File: config.mk
export PLATFORM = sky130hd
export DESIGN_NAME = bitpair_serial_transceiver
export DESIGN_NICKNAME = d
export VERILOG_FILES = /design/src/rtl/bst_pkg.sv /design/src/rtl/bst_core.sv /design/src/rtl/bst_out_buf.sv /design/src/rtl/bitpair_serial_transceiver.sv
export SDC_FILE = /design/constraint.sdc
export NUM_CORES = 1
export LEC_CHECK = 0
export BUFFER_PORTS_ARGS = -buffer_cell sky130_fd_sc_hd__clkbuf_2
export CAP_MARGIN = 25
export CORE_MARGIN = 1.5
export CORE_UTILIZATION = 54
export DETAILED_ROUTE_END_ITERATION = 10
export HOLD_SLACK_MARGIN = 0.02
export PLACE_DENSITY = 0.85
export SLEW_MARGIN = 20
export SYNTH_ARGS = -nofsm -noshare
export SYNTH_HDL_FRONTEND = slang
export SYNTH_SLANG_ARGS = --single-unit
File: constraint.sdc
create_clock -name clk -period 4.79 [get_ports clk]
set_clock_uncertainty 0.1 [all_clocks]
set_input_delay 0.479 -clock clk [delete_from_list [all_inputs] [get_ports clk]]
set_output_delay 0.479 -clock clk [all_outputs]
set_load 0.01 [all_outputs]
File: src/rtl/bst_pkg.sv
// Shared types and constants for the bit-pair serial transceiver.
// No dependencies; imported by every module of the block.
package bst_pkg;

  // Register map (byte address = 4 * index)
  localparam int unsigned RegCount = 3;
  localparam logic [1:0] REG_TICKS_PER_US = 2'd0;
  localparam logic [1:0] REG_RX_OFFSET    = 2'd1;
  localparam logic [1:0] REG_TX_OFFSET    = 2'd2;

  localparam logic [7:0] TICKS_PER_US_RST = 8'd8;
  localparam logic [3:0] RX_OFFSET_RST    = 4'd3;
  localparam logic [3:0] TX_OFFSET_RST    = 4'd3;

  // Commands carried in tuser
  localparam logic [1:0] FUNC_TICK = 2'd0;
  localparam logic [1:0] FUNC_RX   = 2'd1;
  localparam logic [1:0] FUNC_TX   = 2'd2;

  // Protocol delays in microseconds
  localparam logic [4:0] US_RX_FIRST = 5'd13;
  localparam logic [4:0] US_RX_PAIR  = 5'd13;
  localparam logic [4:0] US_RX_SHORT = 5'd11;
  localparam logic [4:0] US_RX_END   = 5'd6;
  localparam logic [4:0] US_TX_FIRST = 5'd6;
  localparam logic [4:0] US_TX_PAIR  = 5'd10;
  localparam logic [4:0] US_TX_LONG  = 5'd11;
  localparam logic [4:0] US_ONE      = 5'd1;

  localparam logic [6:0] LOAD_SKIP_MASK = 7'h7f;

  localparam int unsigned InDataW  = 24;
  localparam int unsigned OutDataW = 16;

  typedef struct packed {
    logic [7:0] ticks_per_us;
    logic [3:0] rx_offset;
    logic [3:0] tx_offset;
  } bst_cfg_t;

  typedef struct packed {
    logic [1:0] func;
    logic [7:0] send_byte;
    logic       send_eoi;
    logic [7:0] load_flags;
    logic       atn_level;
    logic       clock_level;
    logic       data_level;
  } bst_item_t;

  typedef struct packed {
    logic       send_result;
    logic [2:0] bus_snapshot;
    logic [7:0] received_byte;
    logic       done_res;
    logic       busy_res;
    logic       data_drive;
    logic       clock_drive;
  } bst_res_t;

  typedef enum logic [16:0] {
    PH_IDLE    = 17'h00001,
    PH_RX_WAIT = 17'h00002,
    PH_RX_P0   = 17'h00004,
    PH_RX_P1   = 17'h00008,
    PH_RX_P2   = 17'h00010,
    PH_RX_P3   = 17'h00020,
    PH_RX_SNAP = 17'h00040,
    PH_RX_END  = 17'h00080,
    PH_TX_SETL = 17'h00100,
    PH_TX_WAIT = 17'h00200,
    PH_TX_P0   = 17'h00400,
    PH_TX_P1   = 17'h00800,
    PH_TX_P2   = 17'h01000,
    PH_TX_P3   = 17'h02000,
    PH_TX_EOI  = 17'h04000,
    PH_TX_HOLD = 17'h08000,
    PH_TX_END  = 17'h10000
  } bst_phase_t;

endpackage

File: src/rtl/bst_core.sv
// Protocol sequencer: phase register, microsecond timer and shift byte.
// Depends on bst_pkg for item, result, configuration and phase types.
module bst_core (
  input  logic              clk,
  input  logic              rst,
  input  logic              step,
  input  bst_pkg::bst_cfg_t  cfg,
  input  bst_pkg::bst_item_t item,
  output bst_pkg::bst_res_t  res
);
  import bst_pkg::*;

  bst_phase_t phase, phase_next;
  logic [7:0] tick_count, tick_count_next;
  logic [4:0] micro_count, micro_count_next;
  logic [7:0] shift_byte, shift_byte_next;
  logic       eoi_flag, eoi_flag_next;
  logic [7:0] load_flag_saved, load_flag_saved_next;
  logic [2:0] wait_pattern, wait_pattern_next;
  logic [1:0] line_drive, line_drive_next;
  logic [7:0] rx_byte, rx_byte_next;
  logic [2:0] snapshot, snapshot_next;
  logic       send_result, send_result_next;

  logic [7:0] lim, tc_inc, tc_run;
  logic [4:0] mc_run;
  logic       tc_wrap, fire, timed, done;
  logic [2:0] lines;

  always_comb begin
    lim     = (cfg.ticks_per_us == 8'd0) ? 8'd1 : cfg.ticks_per_us;
    tc_inc  = tick_count + 8'd1;
    tc_wrap = (tc_inc >= lim);
    tc_run  = tc_wrap ? 8'd0 : tc_inc;
    fire    = tc_wrap && (micro_count <= 5'd1);
    if (!tc_wrap) begin
      mc_run = micro_count;
    end else if (micro_count <= 5'd1) begin
      mc_run = 5'd0;
    end else begin
      mc_run = micro_count - 5'd1;
    end
    lines = {item.data_level, item.clock_level, item.atn_level};
    timed = (phase != PH_IDLE) && (phase != PH_RX_WAIT) &&
            (phase != PH_TX_WAIT) && (phase != PH_TX_END);

    phase_next           = phase;
    tick_count_next      = timed ? tc_run : tick_count;
    micro_count_next     = timed ? mc_run : micro_count;
    shift_byte_next      = shift_byte;
    eoi_flag_next        = eoi_flag;
    load_flag_saved_next = load_flag_saved;
    wait_pattern_next    = wait_pattern;
    line_drive_next      = line_drive;
    rx_byte_next         = rx_byte;
    snapshot_next        = snapshot;
    send_result_next     = send_result;
    done                 = 1'b0;

    unique case (phase)
      PH_IDLE: begin
        if (item.func == FUNC_RX) begin
          line_drive_next = 2'b11;
          shift_byte_next = 8'd0;
          phase_next      = PH_RX_WAIT;
        end else if (item.func == FUNC_TX) begin
          line_drive_next      = 2'b11;
          shift_byte_next      = ~item.send_byte;
          eoi_flag_next        = item.send_eoi;
          load_flag_saved_next = item.load_flags;
          wait_pattern_next    = (item.load_flags != 8'd0) ? 3'd7 : 3'd3;
          micro_count_next     = US_ONE;
          tick_count_next      = 8'd0;
          phase_next           = PH_TX_SETL;
        end
      end
      PH_RX_WAIT: begin
        if (item.clock_level) begin
          micro_count_next = US_RX_FIRST + {1'b0, cfg.rx_offset};
          tick_count_next  = 8'd0;
          phase_next       = PH_RX_P0;
        end else if (!item.atn_level) begin
          line_drive_next = {1'b0, line_drive[0]};
        end
      end
      PH_RX_P0: begin
        if (fire) begin
          shift_byte_next  = shift_byte | {2'b00, item.data_level, item.clock_level, 4'd0};
          micro_count_next = US_RX_PAIR;
          tick_count_next  = 8'd0;
          phase_next       = PH_RX_P1;
        end
      end
      PH_RX_P1: begin
        if (fire) begin
          shift_byte_next  = shift_byte | {item.data_level, item.clock_level, 6'd0};
          micro_count_next = US_RX_SHORT;
          tick_count_next  = 8'd0;
          phase_next       = PH_RX_P2;
        end
      end
      PH_RX_P2: begin
        if (fire) begin
          shift_byte_next  = shift_byte |
                             {4'd0, item.clock_level, 1'b0, item.data_level, 1'b0};
          micro_count_next = US_RX_PAIR;
          tick_count_next  = 8'd0;
          phase_next       = PH_RX_P3;
        end
      end
      PH_RX_P3: begin
        if (fire) begin
          shift_byte_next  = shift_byte |
                             {5'd0, item.clock_level, 1'b0, item.data_level};
          micro_count_next = US_RX_PAIR;
          tick_count_next  = 8'd0;
          phase_next       = PH_RX_SNAP;
        end
      end
      PH_RX_SNAP: begin
        if (fire) begin
          snapshot_next    = lines;
          micro_count_next = US_RX_END;
          tick_count_next  = 8'd0;
          phase_next       = PH_RX_END;
        end
      end
      PH_RX_END: begin
        if (fire) begin
          line_drive_next = {1'b0, line_drive[0]};
          rx_byte_next    = ~shift_byte;
          done            = 1'b1;
          phase_next      = PH_IDLE;
        end
      end
      PH_TX_SETL: begin
        if (fire) begin
          phase_next = PH_TX_WAIT;
        end
      end
      PH_TX_WAIT: begin
        if (lines != wait_pattern) begin
          micro_count_next = US_TX_FIRST + {1'b0, cfg.tx_offset};
          tick_count_next  = 8'd0;
          phase_next       = PH_TX_P0;
        end
      end
      PH_TX_P0, PH_TX_P1, PH_TX_P2: begin
        if (fire) begin
          line_drive_next = shift_byte[1:0];
          shift_byte_next = {2'b00, shift_byte[7:2]};
          tick_count_next = 8'd0;
          if (phase == PH_TX_P0) begin
            micro_count_next = US_TX_PAIR;
            phase_next       = PH_TX_P1;
          end else if (phase == PH_TX_P1) begin
            micro_count_next = US_TX_LONG;
            phase_next       = PH_TX_P2;
          end else begin
            micro_count_next = US_TX_PAIR;
            phase_next       = PH_TX_P3;
          end
        end
      end
      PH_TX_P3: begin
        if (fire) begin
          line_drive_next = shift_byte[1:0];
          shift_byte_next = {2'b00, shift_byte[7:2]};
          // load mode with any of the low seven flags set skips the end mark
          if ((load_flag_saved[6:0] & LOAD_SKIP_MASK) != 7'd0) begin
            send_result_next = 1'b0;
            done             = 1'b1;
            phase_next       = PH_IDLE;
          end else begin
            micro_count_next = US_TX_LONG;
            tick_count_next  = 8'd0;
            phase_next       = PH_TX_EOI;
          end
        end
      end
      PH_TX_EOI: begin
        if (fire) begin
          line_drive_next  = eoi_flag ? 2'b10 : 2'b01;
          micro_count_next = US_ONE;
          tick_count_next  = 8'd0;
          phase_next       = PH_TX_HOLD;
        end
      end
      PH_TX_HOLD: begin
        if (fire) begin
          phase_next = PH_TX_END;
        end
      end
      PH_TX_END: begin
        if (!(item.atn_level && item.data_level)) begin
          send_result_next = ~item.atn_level;
          done             = 1'b1;
          phase_next       = PH_IDLE;
        end
      end
      default: begin
        phase_next = PH_IDLE;
      end
    endcase

    res.clock_drive   = line_drive_next[0];
    res.data_drive    = line_drive_next[1];
    res.busy_res      = (phase_next != PH_IDLE);
    res.done_res      = done;
    res.received_byte = rx_byte_next;
    res.bus_snapshot  = snapshot_next;
    res.send_result   = send_result_next;
  end

  always_ff @(posedge clk) begin
    if (rst) begin
      phase           <= PH_IDLE;
      tick_count      <= 8'd0;
      micro_count     <= 5'd0;
      shift_byte      <= 8'd0;
      eoi_flag        <= 1'b0;
      load_flag_saved <= 8'd0;
      wait_pattern    <= 3'd0;
      line_drive      <= 2'b11;
      rx_byte         <= 8'd0;
      snapshot        <= 3'd0;
      send_result     <= 1'b0;
    end else if (step) begin
      phase           <= phase_next;
      tick_count      <= tick_count_next;
      micro_count     <= micro_count_next;
      shift_byte      <= shift_byte_next;
      eoi_flag        <= eoi_flag_next;
      load_flag_saved <= load_flag_saved_next;
      wait_pattern    <= wait_pattern_next;
      line_drive      <= line_drive_next;
      rx_byte         <= rx_byte_next;
      snapshot        <= snapshot_next;
      send_result     <= send_result_next;
    end
  end

endmodule

File: src/rtl/bst_out_buf.sv
// Two-entry result buffer between the sequencer and the output stream.
// Depends on bst_pkg for the result type.
module bst_out_buf (
  input  logic             clk,
  input  logic             rst,
  input  logic             push,
  input  bst_pkg::bst_res_t push_data,
  output logic             space,
  input  logic             pop,
  output logic             avail,
  output bst_pkg::bst_res_t head
);
  import bst_pkg::*;

  bst_res_t   slot0, slot1;
  logic [1:0] count;

  assign space = (count != 2'd2);
  assign avail = (count != 2'd0);
  assign head  = slot0;

  always_ff @(posedge clk) begin
    if (rst) begin
      count <= 2'd0;
    end else begin
      unique case ({push, pop})
        2'b10:   count <= count + 2'd1;
        2'b01:   count <= count - 2'd1;
        default: count <= count;
      endcase
    end
  end

  // payload: land a new word in the first free slot, else advance on pop
  always_ff @(posedge clk) begin
    if (push && (count == 2'd0 || (count == 2'd1 && pop))) begin
      slot0 <= push_data;
    end else if (pop) begin
      slot0 <= slot1;
    end
    if (push && ((count == 2'd1 && !pop) || (count == 2'd2 && pop))) begin
      slot1 <= push_data;
    end
  end

endmodule

File: src/rtl/bitpair_serial_transceiver.sv
// Top level of the bit-pair serial transceiver: stream ports, APB registers.
// Depends on bst_pkg, bst_core and bst_out_buf.
//
// Each input word is one tick of bus timing: it carries the sampled attention,
// clock and data levels and, in tuser, a command (tick only, start receive,
// start send). Every accepted word yields exactly one result word holding the
// requested clock/data drive levels, busy and done flags and the latest
// receive byte, bus snapshot and send result. The block takes one word every
// clock cycle unless both buffer entries are full; the sequencer updates its
// phase, microsecond timer and shift byte in the cycle of acceptance and
// writes the result into a two-entry output buffer, so the input keeps
// flowing while up to two results wait for the downstream side. Input
// tready drops only when both buffer entries are full. Protocol timing is
// counted in accepted words, ticks_per_microsecond of them per microsecond
// (zero acts as one). Registers: 0x0 ticks_per_microsecond (8 bit, reset 8),
// 0x4 receive_offset_us (4 bit, reset 3), 0x8 send_offset_us (4 bit, reset 3);
// write them only while no transfer is running.
module bitpair_serial_transceiver (
  input  logic        clk,
  input  logic        rst,
  // tdata: send_byte[7:0], send_eoi[8], load_flags[16:9], atn_level[17],
  //        clock_level[18], data_level[19], zero pad [23:20]
  input  logic [23:0] s_tdata,
  // tuser: func[1:0]
  input  logic [1:0]  s_tuser,
  input  logic        s_tvalid,
  output logic        s_tready,
  // tdata: clock_drive[0], data_drive[1], busy_res[2], done_res[3],
  //        received_byte[11:4], bus_snapshot[14:12], send_result[15]
  output logic [15:0] m_tdata,
  output logic        m_tvalid,
  input  logic        m_tready,
  input  logic        psel,
  input  logic        penable,
  input  logic        pwrite,
  input  logic [3:0]  paddr,
  input  logic [31:0] pwdata,
  output logic [31:0] prdata,
  output logic        pready
);
  import bst_pkg::*;

  bst_cfg_t  cfg;
  bst_item_t item;
  bst_res_t  res, head;
  logic      step, space, avail, cfg_wr;
  logic [1:0] reg_idx;

  // APB: zero wait states, decode on the word index
  assign pready  = 1'b1;
  assign reg_idx = paddr[3:2];
  assign cfg_wr  = psel && penable && pwrite && pready;

  always_ff @(posedge clk) begin
    if (rst) begin
      cfg.ticks_per_us <= TICKS_PER_US_RST;
      cfg.rx_offset    <= RX_OFFSET_RST;
      cfg.tx_offset    <= TX_OFFSET_RST;
    end else if (cfg_wr) begin
      unique case (reg_idx)
        REG_TICKS_PER_US: cfg.ticks_per_us <= pwdata[7:0];
        REG_RX_OFFSET:    cfg.rx_offset    <= pwdata[3:0];
        REG_TX_OFFSET:    cfg.tx_offset    <= pwdata[3:0];
        default:          cfg <= cfg;
      endcase
    end
  end

  always_comb begin
    unique case (reg_idx)
      REG_TICKS_PER_US: prdata = {24'd0, cfg.ticks_per_us};
      REG_RX_OFFSET:    prdata = {28'd0, cfg.rx_offset};
      REG_TX_OFFSET:    prdata = {28'd0, cfg.tx_offset};
      default:          prdata = 32'd0;
    endcase
  end

  // unpack the incoming word
  always_comb begin
    item.func        = s_tuser;
    item.send_byte   = s_tdata[7:0];
    item.send_eoi    = s_tdata[8];
    item.load_flags  = s_tdata[16:9];
    item.atn_level   = s_tdata[17];
    item.clock_level = s_tdata[18];
    item.data_level  = s_tdata[19];
  end

  // advance the sequencer on every accepted word
  assign s_tready = space;
  assign step     = s_tvalid && space;

  bst_core u_core (
    .clk  (clk),
    .rst  (rst),
    .step (step),
    .cfg  (cfg),
    .item (item),
    .res  (res)
  );

  bst_out_buf u_out_buf (
    .clk       (clk),
    .rst       (rst),
    .push      (step),
    .push_data (res),
    .space     (space),
    .pop       (m_tvalid && m_tready),
    .avail     (avail),
    .head      (head)
  );

  assign m_tvalid = avail;
  assign m_tdata  = {head.send_result, head.bus_snapshot, head.received_byte,
                     head.done_res, head.busy_res, head.data_drive, head.clock_drive};

endmodule

After elaboration in Yosys (flattened, before gate mapping)
Cells that the tools add are included.
- multiplexer cells: 83
- add/subtract/negate cells: 6
- reduce and logical (&&, ||, !) cells: 35
- eq/ne operators: 38
- bitwise operators: 8
- magnitude comparators: 2
- operator list (operator ; number):
    $mux 17 ; 17
    $pmux 17 s15 ; 1
    $mux 8 ; 19
    $mux 5 ; 15
    $pmux 8 s6 ; 1
    $pmux 5 s9 ; 1
    $pmux 8 s5 ; 1
    $ne 17x1->1 const B ; 2
    $mux 16 ; 2
    $pmux 8 s3 ; 1
    $eq 17x1->1 const B ; 1
    $eq 17x10->1 const B ; 1
    $eq 17x11->1 const B ; 1
    $eq 17x12->1 const B ; 1
    $eq 17x13->1 const B ; 1
    $eq 17x14->1 const B ; 1
    $eq 17x15->1 const B ; 1
    $eq 17x16->1 const B ; 1
    $eq 17x17->1 const B ; 1
    $eq 17x2->1 const B ; 1
    $eq 17x3->1 const B ; 1
    $eq 17x4->1 const B ; 1
    $eq 17x5->1 const B ; 1
    $eq 17x6->1 const B ; 1
    other kinds (50) ; 98
- register bits after elaboration: 113
- output and inout port bits: 51
- logic and storage cells: 201

Longest topological paths before layout
- word-level depth: 8
- depth in mapped cells: 14
- mapped depth without buffers: 12

Hierarchy
A second synthesis with hierarchy kept.
- cells, all modules: 825
- area, all modules: 7238.2 sq um
- by module, submodules not included (module ; area an instance (sq um) ; times used ; cells each):
    bst_core ; 4645.7 ; 1 ; 599
    bst_out_buf ; 1561.5 ; 1 ; 110
    bitpair_serial_transceiver ; 1031.0 ; 1 ; 116

Worst setup path before layout
OpenSTA, ideal clock, no wires.
- kind: flip-flop to flip-flop
- start: reg cfg[11] (netlist name)
- end: reg u_out_buf.slot0 (netlist bit u_out_buf.head[4]), data pin
- arrival time: 2.741 ns
- stages on the path, launching flop included: 13
- path slack: 1.682 ns
- setup time: 0.267 ns
- path through: dfxtp_1 nor4_1 a41o_1 ha_1 nand2b_1 a2111oi_0 o31ai_1 clkbuf_1 nand3_1 clkbuf_1 nor2_1 a21oi_1 a21oi_1
- longest elaborated chain between the ends: 7
- RTL lines (element ; line ; text):
    $logic_not 8->1 ; bst_core.sv:31 ; lim = (cfg.ticks_per_us == 8'd0) ? 8'd1 : cfg.ticks_per_us;
    $mux 8 (*) ; bst_core.sv:31 ;
    $ge 8x8->1 (*) ; bst_core.sv:33 ; tc_wrap = (tc_inc >= lim);
    $logic_and 1x1->1 (*) ; bst_core.sv:35 ; fire = tc_wrap && (micro_count <= 5'd1);
    $mux 8 (*) ; bst_core.sv:129 ; if (fire) begin
    $mux 8 (*) ; bst_core.sv:60 ; unique case (phase)
    $mux 16 (*) ; bst_out_buf.sv:36 ; if (push && (count == 2'd0 || (count == 2'd1 && pop))) begin
    to (signal assigned) ; bst_out_buf.sv:37 ; slot0 <= push_data;
    to (signal assigned) ; bst_out_buf.sv:39 ; slot0 <= slot1;
    to (decl) ; bst_out_buf.sv:15 ; bst_res_t slot0, slot1;
Every way passes the cells marked *; elsewhere a longest branch is shown, timed or not.
A chain may end at the register's enable or synchronous reset.

Worst setup path in the final report
- start: reg cfg[11] (netlist name)
- end: reg u_core.phase[10]
- longest elaborated chain between the ends: 6
- elaborated cells on any way between the ends: 16
- RTL lines (element ; line ; text):
    $logic_not 8->1 ; bst_core.sv:31 ;
    $mux 8 (*) ; bst_core.sv:31 ;
    $ge 8x8->1 (*) ; bst_core.sv:33 ;
    $logic_and 1x1->1 (*) ; bst_core.sv:35 ;
    $mux 17, or another cell as far along ; bst_core.sv:190 ; if (fire) begin
    $pmux 17 s15 (*) ; bst_core.sv:60 ;
    to (signal assigned) ; bst_core.sv:229 ; phase <= phase_next;
    to (decl) ; bst_core.sv:13 ; bst_phase_t phase, phase_next;
Marks and branches as above.

==> results_dict.tcl <==
set metrics [dict create \
    avgSynthCellArea_um2 8.36 \
    peakVddDrop_mv 0.411 \
    die_x_um 117 \
    cp_common_cell "nor4_1" \
    antenna_found_initial 0 \
    drt-wirelength-per-cell_um 18.7 \
    cts.clk_slew.worst_paths_ps 70 \
    synth_top_family_by_area "simple AND/OR/NAND/NOR gates" \
    start_kind "flop" \
    finalSetupTns_ps 0 \
    hold_path.startpoint "s_tdata[8]" \
    hold_path_depth 3 \
    synth-compound-area-share_pct 20.1 \
    worstReg2RegStart "cfg[11]$_SDFFE_PP1P_" \
    io_pins 120 \
    cp.arrival_ps 3970 \
    dp_hpwl_um 14600 \
    seqPwrFrac_pct 40.2 \
    syn_area_um2 6980 \
    numPortBuffers 64 \
    gp_congestion 1.03 \
    synth_ff_type "dfxtp_1" \
    rsz0062_at_grt "false" \
    combPwrFrac_pct 34.5 \
    ys_ff_latch 112 \
    r2r_end "u_core.phase[10]$_SDFFE_PP0P_" \
    cts_resized 0 \
    synth_xor_area_share_pct 2.01 \
    yosysMostFrequentCell "nor2_1" \
    clkPwrFrac_pct 25.3 \
    holdBufCountCts 0 \
    drtAntennaViolNets 0 \
    max_cap_viol_count 0 \
    final_nets 967 \
    crit_slowest_cell "a2111oi_0" \
    drt-vias-per-instance 6.33 \
    grt_overflow 0 \
    synth_fa_ha_area_share_pct 3.05 \
    placedInstanceArea_um2 7370 \
    finalSetupViolations 0 \
    grt_pass1_wl_um 31100 \
    synth_top_area_share_pct 22.9 \
    diodes 0 \
    remaining_drc_errors 0 \
    synth_warnings 0 \
    whs_ps 249 \
    synth_area_leaders "dfxtp_1 (23%), edfxtp_1 (14%), nor2_1 (4.9%)" \
    synth_commonest_cells "nor2_1 (92), dfxtp_1 (80), nand2_1 (64), a21oi_1 (54), nor3_1 (38)" \
    crit_fanout 7 \
    rows 41 \
    path_cells "nor4_1 -> a41o_1 -> ha_1 -> nand2b_1 -> a2111oi_0 -> o31a_1 -> nor2_1 -> buf_4 -> a31oi_2 -> nor4_1 -> nor3_1" \
    cts_buffer_depth 2 \
    cts_tree "yes" \
    numCtsBuffers 9 \
    track_usage_pct 29.5 \
    hold_class "input port to flop" \
    dpl.cell_count 1041 \
    period_share_pct 79.6 \
    h-tree-depth 3 \
    grt_pass1_vias 6054 \
    p_sw_w 0.00115 \
    cts.sinks 112 \
    postCtsSetupRepairBufs 0 \
    drive_gt1_share_pct 14.7 \
    synthMuxAreaShare_pct 5.99 \
    clock_latency_ps 360 \
    holdPathEnd "u_core.eoi_flag$_SDFFE_PP0P_" \
    syn_inst 835 \
    core_um2 12600 \
    area_growth_pct 10.1 \
    initial_core_util_pct 55.3 \
    wirelength_um 19700 \
    leakage_nw 3.08 \
    final-hold-violation-count 0 \
    async_flop_share_pct 0 \
    maxSlewViolCount 0 \
    fp.dieArea_um2 13600 \
    ys_seq_area_share_pct 36.7 \
    synth_cell_types 72 \
    final_cell_count_no_fill 1058 \
    outcome "complete, no violations" \
    worst_ep_required_time_ps 4950 \
    fmax_mhz 262 \
    drt-pass1-iter-count 5 \
    root_buffer "clkbuf_16" \
    stdcell_area_um2 7680 \
    p_per_area_nw_per_um2 407 \
    grt_max_degree 51 \
    worst_pin_slew_ps 1070 \
    switching_share_pct 36.8 \
    synth-simple-area-share_pct 25.0 \
    fin_crit_ps 3810 \
    synth_edf_count 32 \
    drt_iter0_drc 614 \
    critPathCaptureType "flop" \
    final_util_pct 60.9 \
    reg2reg_slack_ps 980 \
    synth_area_leader_cell "dfxtp_1" \
    timing.slew.headroom_pct 28.1 \
    vias 6692 \
    critical_path_class "flop to flop" \
    power.internal_w 0.00198 \
    crit_path_max_incr_delay_ps 570 \
    reg2regPathDepth 11 \
    dieHeight_um 117 \
]
## power by group through the flow
stage               registers (W)  clock network [W]  logic [W]
floorplan                 0.00128                  0   0.000736
global placement          0.00127                  0    0.00103
detailed placement        0.00128                  0    0.00105
CTS                       0.00125           0.000804    0.00106
global route              0.00128           0.000839    0.00118
finish                    0.00126           0.000790    0.00108
## sequential cells by signal, indices dropped and copies added (netlist names)
| signal | flops |
|---|---|
| u_core.micro_count | 5 |
| u_core.rx_byte | 8 |
| u_core.eoi_flag | 1 |
| u_out_buf.head | 16 |
| u_core.tick_count | 8 |
| u_out_buf.slot1 | 16 |
| u_core.shift_byte | 8 |
| u_out_buf.count | 2 |
| u_core.load_flag_saved | 7 |
| u_core.wait_pattern | 2 |
| u_core.line_drive | 2 |
| u_core.snapshot | 3 |
| u_core.send_result | 1 |
| u_core.phase | 17 |
| cfg | 16 |
## critical path: cells and delay by family (launching register included)
family | cells | cell delay (ps)
simple gates | 5 | 1080
flops | 1 | 360
buf+inv | 1 | 260
compound gates | 4 | 1680
fa+ha+maj | 1 | 220
## layout make-up
| type | count | area (µm²) |
|---|---|---|
| Sequential cell | 112 | 2560 |
| Timing Repair Buffer | 79 | 430 |
| Fill cell | 1106 | 4940 |
| Multi-Input combinational cell | 642 | 4020 |
| Clock inverter | 6 | 73.8 |
| Tap cell | 172 | 215 |
| Clock buffer | 10 | 239 |
| Inverter | 37 | 139 |
## logic make-up after synthesis
logic type,Yosys count
muxes,40
and+or+nand+nor,335
adders and majority gates,17
xor gates and xnor gates,16
other,2
buffers and inverters,104
DFF,112
AOI/OAI and AO/OA,209
## stage by stage
| stage | setup slack (ps) | power, W |
|---|---|---|
| after global placement | 1100 | 0.00229 |
| after global routing | 751 | 0.00329 |
| after CTS | 1070 | 0.00312 |
| after detailed placement | 1180 | 0.00233 |
| final | 975 | 0.00312 |
| after floorplan | 1680 | 0.00202 |
## per-layer routing
| layer | track usage, % | wire, µm |
|---|---|---|
| met4 | 11.4 | 635 |
| met3 | 6.80 | 1720 |
| met1 | 38.4 | 8360 |
| met5 | 0 | 0 |
| met2 | 47.8 | 9030 |
## worst max-delay path by stage
stage	from	slack, ps	endpoint
floorplan	cfg[11]$_SDFFE_PP1P_	1680	u_out_buf.head[4]$_DFFE_PP_
global placement	cfg[11]$_SDFFE_PP1P_	1100	u_core.phase[10]$_SDFFE_PP0P_
detailed placement	cfg[11]$_SDFFE_PP1P_	1180	u_core.phase[10]$_SDFFE_PP0P_
CTS	cfg[11]$_SDFFE_PP1P_	1070	u_core.phase[10]$_SDFFE_PP0P_
global route	cfg[11]$_SDFFE_PP1P_	750	u_core.phase[14]$_SDFFE_PP0P_
finish	cfg[11]$_SDFFE_PP1P_	980	u_core.phase[10]$_SDFFE_PP0P_
## placed cells by master, fill, tap and decap left out, types with 29 or more instances in the layout
cell and count:
nor2_1 92, dfxtp_1 80, nand2_1 64, clkbuf_2 64, a21oi_1 54, nor3_1 38
inv_1 37, edfxtp_1 32, o21ai_0 31, nand3_1 29
(Power assumes the default switching activity.)
